File: src/rtl/mhpq_pkg.sv
// shared types and constants of the max-heap priority queue
`timescale 1ns / 1ps

package mhpq_pkg;

   // heap geometry and field widths
   localparam int DEPTH     = 64;
   localparam int PRIO_BITS = 8;
   localparam int ID_BITS   = 16;
   localparam int KIND_BITS = 4;
   localparam int IDX_W     = $clog2(DEPTH);
   localparam int CNT_W     = $clog2(DEPTH + 1);
   localparam int CHILD_W   = IDX_W + 2;
   localparam int ENTRY_W   = PRIO_BITS + ID_BITS + KIND_BITS;

   // stream data widths, rounded up to whole bytes
   localparam int REQ_DATA_W = ((ENTRY_W + 7) / 8) * 8;
   localparam int RSP_DATA_W = ((ENTRY_W + CNT_W + 7) / 8) * 8;

   // one heap entry, priority in the lowest bits
   typedef struct packed {
      logic [KIND_BITS-1:0] kind;
      logic [ID_BITS-1:0]   id;
      logic [PRIO_BITS-1:0] prio;
   } entry_type;

   typedef enum logic {
      CMD_INSERT  = 1'b0,
      CMD_EXTRACT = 1'b1
   } cmd_type;

   typedef enum logic [1:0] {
      ST_INSERTED  = 2'd0,
      ST_EXTRACTED = 2'd1,
      ST_EMPTY     = 2'd2,
      ST_FULL      = 2'd3
   } status_type;

   typedef enum logic [2:0] {
      S_IDLE,
      S_SIFT_UP,
      S_LOAD,
      S_SIFT_DOWN,
      S_DONE
   } state_type;

   // one finished result
   typedef struct packed {
      status_type       status;
      logic [CNT_W-1:0] count;
      entry_type        entry;
   } rsp_item_type;

endpackage

File: src/rtl/mhpq_ram.sv
// generic ram with one write port and two registered read ports
`timescale 1ns / 1ps

module mhpq_ram #(
   parameter int ADDR_W = 6,
   parameter int DATA_W = 28
) (
   input  logic              clock,
   input  logic              wr_en,
   input  logic [ADDR_W-1:0] wr_addr,
   input  logic [DATA_W-1:0] wr_data,
   input  logic [ADDR_W-1:0] rd_addr_a,
   output logic [DATA_W-1:0] rd_data_a,
   input  logic [ADDR_W-1:0] rd_addr_b,
   output logic [DATA_W-1:0] rd_data_b
);

   logic [DATA_W-1:0] mem [2**ADDR_W];

   // write port
   always_ff @(posedge clock) begin
      if (wr_en) begin
         mem[wr_addr] <= wr_data;
      end
   end

   // read ports, both registered
   always_ff @(posedge clock) begin
      rd_data_a <= mem[rd_addr_a];
      rd_data_b <= mem[rd_addr_b];
   end

endmodule

File: src/rtl/mhpq_ctrl.sv
// heap sequencer: insert sift-up, extract sift-down, over the entry ram
`timescale 1ns / 1ps

module mhpq_ctrl (
   input  logic                   clock,
   input  logic                   reset,
   input  logic                   in_valid,
   output logic                   in_ready,
   input  mhpq_pkg::cmd_type      in_cmd,
   input  mhpq_pkg::entry_type    in_entry,
   output logic                   out_valid,
   input  logic                   out_ready,
   output mhpq_pkg::rsp_item_type out_item
);
   import mhpq_pkg::*;

   state_type        state_ff, state_in;
   logic [CNT_W-1:0] count_ff, count_in;
   logic [IDX_W-1:0] hole_ff, hole_in;
   entry_type        item_ff, item_in;
   rsp_item_type     result_ff, result_in;

   logic             wr_en;
   logic [IDX_W-1:0] wr_addr, rd_addr_a, rd_addr_b;
   entry_type        wr_data, rd_data_a, rd_data_b;

   logic             accept, full, empty;
   logic [IDX_W-1:0] new_idx, new_parent, hole_parent, hole_grand;
   logic             climb;
   logic [CHILD_W-1:0] l_idx, r_idx, count_wide;
   logic             take_l, take_r, descend;
   logic [PRIO_BITS-1:0] best_prio;
   logic [IDX_W-1:0] child_idx, child_l, child_r;
   entry_type        child_entry;

   mhpq_ram #(
      .ADDR_W (IDX_W),
      .DATA_W (ENTRY_W)
   ) u_ram (
      .clock     (clock),
      .wr_en     (wr_en),
      .wr_addr   (wr_addr),
      .wr_data   (wr_data),
      .rd_addr_a (rd_addr_a),
      .rd_data_a (rd_data_a),
      .rd_addr_b (rd_addr_b),
      .rd_data_b (rd_data_b)
   );

   // command side checks
   assign accept     = in_valid && in_ready;
   assign full       = (count_ff == CNT_W'(DEPTH));
   assign empty      = (count_ff == '0);
   assign new_idx    = count_ff[IDX_W-1:0];
   assign new_parent = (new_idx - 1'b1) >> 1;

   // sift-up compare: parent is in read port a
   assign hole_parent = (hole_ff - 1'b1) >> 1;
   assign hole_grand  = (hole_parent - 1'b1) >> 1;
   assign climb       = (hole_ff != '0) && (rd_data_a.prio < item_ff.prio);

   // sift-down compare: left child on port a, right child on port b
   assign count_wide  = CHILD_W'(count_ff);
   assign l_idx       = (CHILD_W'(hole_ff) << 1) + CHILD_W'(1);
   assign r_idx       = (CHILD_W'(hole_ff) << 1) + CHILD_W'(2);
   assign take_l      = (l_idx < count_wide) && (rd_data_a.prio > item_ff.prio);
   assign best_prio   = take_l ? rd_data_a.prio : item_ff.prio;
   assign take_r      = (r_idx < count_wide) && (rd_data_b.prio > best_prio);
   assign descend     = take_l || take_r;
   assign child_idx   = take_r ? r_idx[IDX_W-1:0] : l_idx[IDX_W-1:0];
   assign child_entry = take_r ? rd_data_b : rd_data_a;
   assign child_l     = IDX_W'({child_idx, 1'b1});
   assign child_r     = IDX_W'({child_idx, 1'b0} + (IDX_W + 1)'(2));

   // next state
   always_comb begin
      state_in = state_ff;
      case (state_ff)
         S_IDLE: begin
            if (accept) begin
               if (in_cmd == CMD_INSERT) begin
                  state_in = full ? S_DONE : S_SIFT_UP;
               end else begin
                  state_in = empty ? S_DONE : S_LOAD;
               end
            end
         end
         S_SIFT_UP: begin
            if (!climb) begin
               state_in = S_DONE;
            end
         end
         S_LOAD: begin
            state_in = empty ? S_DONE : S_SIFT_DOWN;
         end
         S_SIFT_DOWN: begin
            if (!descend) begin
               state_in = S_DONE;
            end
         end
         S_DONE: begin
            if (out_ready) begin
               state_in = S_IDLE;
            end
         end
         default: state_in = S_IDLE;
      endcase
   end

   // datapath, ram controls and handshake outputs
   always_comb begin
      in_ready  = 1'b0;
      out_valid = 1'b0;
      wr_en     = 1'b0;
      wr_addr   = hole_ff;
      wr_data   = item_ff;
      rd_addr_a = hole_parent;
      rd_addr_b = '0;
      count_in  = count_ff;
      hole_in   = hole_ff;
      item_in   = item_ff;
      result_in = result_ff;
      case (state_ff)
         S_IDLE: begin
            in_ready = 1'b1;
            if (in_cmd == CMD_INSERT) begin
               rd_addr_a = new_parent;
               if (full) begin
                  result_in = '{status: ST_FULL, count: count_ff, entry: '0};
               end else begin
                  item_in   = in_entry;
                  hole_in   = new_idx;
                  count_in  = count_ff + 1'b1;
                  result_in = '{status: ST_INSERTED, count: count_ff + 1'b1, entry: '0};
               end
            end else begin
               rd_addr_a = '0;
               rd_addr_b = IDX_W'(count_ff - 1'b1);
               if (empty) begin
                  result_in = '{status: ST_EMPTY, count: count_ff, entry: '0};
               end else begin
                  count_in  = count_ff - 1'b1;
                  result_in = '{status: ST_EXTRACTED, count: count_ff - 1'b1, entry: '0};
               end
            end
            // hold everything unless a transaction is taken
            if (!accept) begin
               count_in  = count_ff;
               hole_in   = hole_ff;
               item_in   = item_ff;
               result_in = result_ff;
            end
         end
         S_SIFT_UP: begin
            wr_en     = 1'b1;
            rd_addr_a = hole_grand;
            if (climb) begin
               wr_data = rd_data_a;
               hole_in = hole_parent;
            end
         end
         S_LOAD: begin
            // root goes out, last entry starts at the root
            result_in.entry = rd_data_a;
            item_in         = rd_data_b;
            hole_in         = '0;
            rd_addr_a       = IDX_W'(1);
            rd_addr_b       = IDX_W'(2);
         end
         S_SIFT_DOWN: begin
            wr_en     = 1'b1;
            rd_addr_a = child_l;
            rd_addr_b = child_r;
            if (descend) begin
               wr_data = child_entry;
               hole_in = child_idx;
            end
         end
         S_DONE: begin
            out_valid = 1'b1;
         end
         default: begin
         end
      endcase
   end

   // control registers
   always_ff @(posedge clock) begin
      if (reset) begin
         state_ff <= S_IDLE;
         count_ff <= '0;
      end else begin
         state_ff <= state_in;
         count_ff <= count_in;
      end
   end

   // payload registers
   always_ff @(posedge clock) begin
      hole_ff   <= hole_in;
      item_ff   <= item_in;
      result_ff <= result_in;
   end

   assign out_item = result_ff;

endmodule

File: src/rtl/max_heap_priority_queue.sv
// top level of the max-heap priority queue with result output register
`timescale 1ns / 1ps

// channel | dir | handshake          | payload
// req     | in  | req_tvalid/tready  | tdata: priority, patient id, kind; tuser: command
// rsp     | out | rsp_tvalid/tready  | tdata: priority, patient id, kind, count; tuser: status
//
// insert: the new entry climbs one level per sift step, up to log2(DEPTH) levels;
// extract: a load step, then the moved entry sinks one level per sift step (no sift
// step when it empties the heap); errors go straight to the finish step.
// each sift level costs one cycle: the next ram read overlaps the write-back.
// reset clears the entry count and all handshake state; ram contents stay as they are.
// a result waiting on rsp holds the sequencer in its finish step; req stalls until idle.

module max_heap_priority_queue (
   input  logic                              clock,
   input  logic                              reset,
   input  logic                              req_tvalid,
   output logic                              req_tready,
   // [7:0] priority_req, [23:8] patient_id, [27:24] case_kind, rest zero
   input  logic [mhpq_pkg::REQ_DATA_W-1:0]   req_tdata,
   // [0] command
   input  logic                              req_tuser,
   output logic                              rsp_tvalid,
   input  logic                              rsp_tready,
   // [7:0] out_priority, [23:8] out_patient_id, [27:24] out_case_kind,
   // [34:28] entry_count, rest zero
   output logic [mhpq_pkg::RSP_DATA_W-1:0]   rsp_tdata,
   // [1:0] status
   output logic [1:0]                        rsp_tuser
);
   import mhpq_pkg::*;

   logic         ctrl_valid, slot_free;
   rsp_item_type ctrl_item;
   logic         rsp_valid_ff, rsp_valid_in;
   rsp_item_type rsp_item_ff, rsp_item_in;

   mhpq_ctrl u_ctrl (
      .clock     (clock),
      .reset     (reset),
      .in_valid  (req_tvalid),
      .in_ready  (req_tready),
      .in_cmd    (cmd_type'(req_tuser)),
      .in_entry  (entry_type'(req_tdata[ENTRY_W-1:0])),
      .out_valid (ctrl_valid),
      .out_ready (slot_free),
      .out_item  (ctrl_item)
   );

   // output register loads when empty or being drained
   assign slot_free = !rsp_valid_ff || rsp_tready;

   always_comb begin
      rsp_valid_in = rsp_valid_ff;
      rsp_item_in  = rsp_item_ff;
      if (ctrl_valid && slot_free) begin
         rsp_valid_in = 1'b1;
         rsp_item_in  = ctrl_item;
      end else if (rsp_tready) begin
         rsp_valid_in = 1'b0;
      end
   end

   always_ff @(posedge clock) begin
      if (reset) begin
         rsp_valid_ff <= 1'b0;
      end else begin
         rsp_valid_ff <= rsp_valid_in;
      end
   end

   always_ff @(posedge clock) begin
      rsp_item_ff <= rsp_item_in;
   end

   // pack the result transaction
   assign rsp_tvalid = rsp_valid_ff;
   assign rsp_tuser  = rsp_item_ff.status;
   assign rsp_tdata  = RSP_DATA_W'({rsp_item_ff.count, rsp_item_ff.entry});

endmodule
File: config.mk
export PLATFORM = sky130hd
export DESIGN_NAME = max_heap_priority_queue
export DESIGN_NICKNAME = d
export VERILOG_FILES = /design/src/rtl/mhpq_pkg.sv /design/src/rtl/mhpq_ram.sv /design/src/rtl/mhpq_ctrl.sv /design/src/rtl/max_heap_priority_queue.sv
export SDC_FILE = /design/constraint.sdc
export NUM_CORES = 2
export LEC_CHECK = 0
export BUFFER_PORTS_ARGS = -buffer_cell sky130_fd_sc_hd__buf_2
export CELL_PAD_IN_SITES_DETAIL_PLACEMENT = 2
export CELL_PAD_IN_SITES_GLOBAL_PLACEMENT = 2
export CORE_ASPECT_RATIO = 1.25
export CORE_MARGIN = 5
export CORE_UTILIZATION = 40
export CTS_BUF_LIST = sky130_fd_sc_hd__clkbuf_4 sky130_fd_sc_hd__clkbuf_8
export DETAILED_ROUTE_END_ITERATION = 8
export PLACE_DENSITY_LB_ADDON = 0.15
export SLEW_MARGIN = 25
export SYNTH_ARGS = -nofsm -noshare
export SYNTH_HDL_FRONTEND = slang
export SYNTH_SLANG_ARGS = --single-unit
File: constraint.sdc
create_clock -name clock -period 7.4 [get_ports clock]
set_input_delay 1.48 -clock clock [delete_from_list [all_inputs] [get_ports clock]]
set_output_delay 1.48 -clock clock [all_outputs]
set_load 0.02 [all_outputs]
==> reports/metrics.yaml <==
status: "finished clean"
cap_viol_max_count: 0
netlist_top_cells_area: "edfxtp_1 60%, nand2_1 12%, nand3_1 5.2%"
yosys_warnings: 0
crit_slowest_cell: "a21oi_1"
via_per_inst: 6.63
ys_seq_elements: 1967
seq_area_um2: 58400
stdcell_count: 12306
synth_ff_type: "edfxtp_1"
io-pin-count: 81
grt_max_degree: 124
setup_viol: 0
finalCritPeriodShare_pct: 96.1
drt_first_pass_iters: 6
initial_core_util_pct: 40.2
grt_usage_pct: 35.6
drt_wl_total_um: 454000
vias: 81608
num_rows: 199
synth_area_per_cell_um2: 10.8
core_um2: 236000
final_util_pct: 45.7
synth_cells: 8790
path_max_fanout: 21
multi_input_area_um2: 34000
cts_hold_buf: 0
port-buffer-count: 71
cts_sinks: 1967
start_kind: "flip-flop"
synth_seq_area_share_pct: 61.6
slew_headroom_pct: 19.2
synth_top_area_cell: "edfxtp_1"
postRouteAntennaNets: 0
synthMostInstantiatedCell: "nand2_1"
grt_pass1_wl_um: 637000
fmaxAchievable_ghz: 0.141
crit_path_end_kind: "flip-flop"
die_x_um: 445
synthesis.area_um2: 94700
synth_cell_types: 86
arrival_ns: 8.04
nFillCells: 23949
antenna_found_initial: 46
yosysTopAreaCellShare_pct: 60.2
worst_slack_ns: 0.291
synth_edf_count: 1900
first_iter_violations: 9029
r2r_setup_slack_ns: 0.29
htree_levels: 5
clk_pin_slew_ns: 0.07
die_y_um: 554
die_area_um2: 247000
globalplace.congestion: 0.889
grt-ovfl-total: 0
skew_ns: 0.0602
clock_path_buffers: 4
slew_viol_final: 0
rsz0062_at_grt: "no"
area_growth_pct: 13.7
route.detailed.drc: 0
fin_nets: 8980
min_period_ns: 7.11
routedWlPerCell_um: 36.9
cts-buffers-inserted: 340
dp_cells: 11679
worstMarginPinSlew_ns: 1.20
clock_latency_ns: 1.02
hold_viol: 0
drive_gt1_share_pct: 14.1
cts_tree: "built"
critPathTopFamily: "compound AO/OA/AOI/OAI gates"
crit_type: "reg2reg"
cts_root_buf: "clkbuf_8"
grt_pass1_vias: 86223
critPathBufInv: 6
slowest_delay_ns: 0.71
dp_slack_ns: 0.360
synth_common_cells: "2,927 x nand2_1, 1,900 x edfxtp_1, 979 x nand3_1"
hold_path_class: "reg2reg"
worstPathRequired_ns: 8.33
async_reset_ff_share_pct: 0
place_hpwl_um: 279000
## per-layer routing
| metal | GRT usage [%] | part of all wire [%] | up-vias |
|---|---|---|---|
| met4 | 21.5 | 7.0 | 12 |
| met5 | 0 | 0.018 | - |
| met3 | 6.91 | 8.6 | 1313 |
| met2 | 58.1 | 47 | 4430 |
| met1 | 43.9 | 38 | 43080 |
| li1 | - | - | 32773 |
## metrics by stage
step / hold slack (ns) / TNS [ns] / area, µm²
after floorplan: 0.400 / 0 / 94800
after global placement: 0.404 / -0.370 / 101000
after detailed placement: 0.406 / 0 / 101000
after CTS: 0.422 / 0 / 108000
after global routing: 0.426 / 0 / 108000
final: 0.421 / 0 / 108000
## timing repair
| item | CTS | global route |
|---|---|---|
| endpoints found under the setup margin | 0 | 8 |
| resized for setup | 0 | 5 |
| setup buffers | 0 | 0 |
## cells by family after synthesis
kind of cell,synth area share (%)
AND/OR/NAND/NOR,20.8
adder cells (fa/ha/maj),0.462
AO/OA/AOI/OAI,9.12
multiplexers,4.27
XOR/XNOR,0.231
other,0.00396
buffers and inverters,3.46
flip-flops,61.6
## sequential cells by signal, summed over array words and instances (netlist names)
| register | flops |
|---|---|
| u_ctrl.count_ff | 7 |
| u_ctrl.item_ff | 28 |
| u_ctrl.hole_ff | 6 |
| rsp_tuser | 2 |
| u_ctrl.out_item | 37 |
| u_ctrl.state_ff | 3 |
| rsp_tvalid | 1 |
| u_ctrl.u_ram.rd_data_b | 28 |
| rsp_tdata | 35 |
| u_ctrl.u_ram.rd_data_a | 28 |
| u_ctrl.u_ram.mem | 1792 |
## worst paths after layout
check / cells past startpoint / end / from
worst min register to register: 0 / rsp_tdata[19] / u_ctrl.out_item[19]
worst min-delay path: 0 / rsp_tdata[19] / u_ctrl.out_item[19]
worst max-delay path: 29 / u_ctrl.u_ram.rd_data_a[20] / u_ctrl.count_ff[2]
worst max register to register: 29 / u_ctrl.u_ram.rd_data_a[20] / u_ctrl.count_ff[2]
## final cells by class
| cell class | instances | area share, % |
|---|---|---|
| Clock inverter | 129 | 0.636 |
| Inverter | 64 | 0.253 |
| Sequential cell | 1967 | 54.2 |
| Multi-Input combinational cell | 6032 | 31.5 |
| Antenna cell | 26 | 0.0604 |
| Clock buffer | 470 | 5.37 |
| Timing Repair Buffer | 503 | 4.29 |
| Tap cell | 3115 | 3.62 |
## layout by cell type (no fill, tap or decap), types with 56 or more instances in the layout
master	netlist	layout
mux2i_1	206	206
edfxtp_1	1900	1900
buf_4	26	349
buf_2	147	71
a21oi_1	72	70
nand3_1	979	977
nand4_1	58	58
clkinv_1	5	87
clkbuf_8	0	361
nor2_4	0	60
a31oi_1	132	129
mux4_2	83	83
clkbuf_4	0	110
a311oi_1	381	381
dfxtp_1	67	67
o211ai_1	58	58
nand2_1	2927	2926
nor3_1	61	56
a211oi_1	58	57
buf_12	0	79
and3_1	288	287
nor2_1	136	75
Power is not shown: default switching activity piles up to over one toggle a cycle in this logic, so the estimate is an artifact.
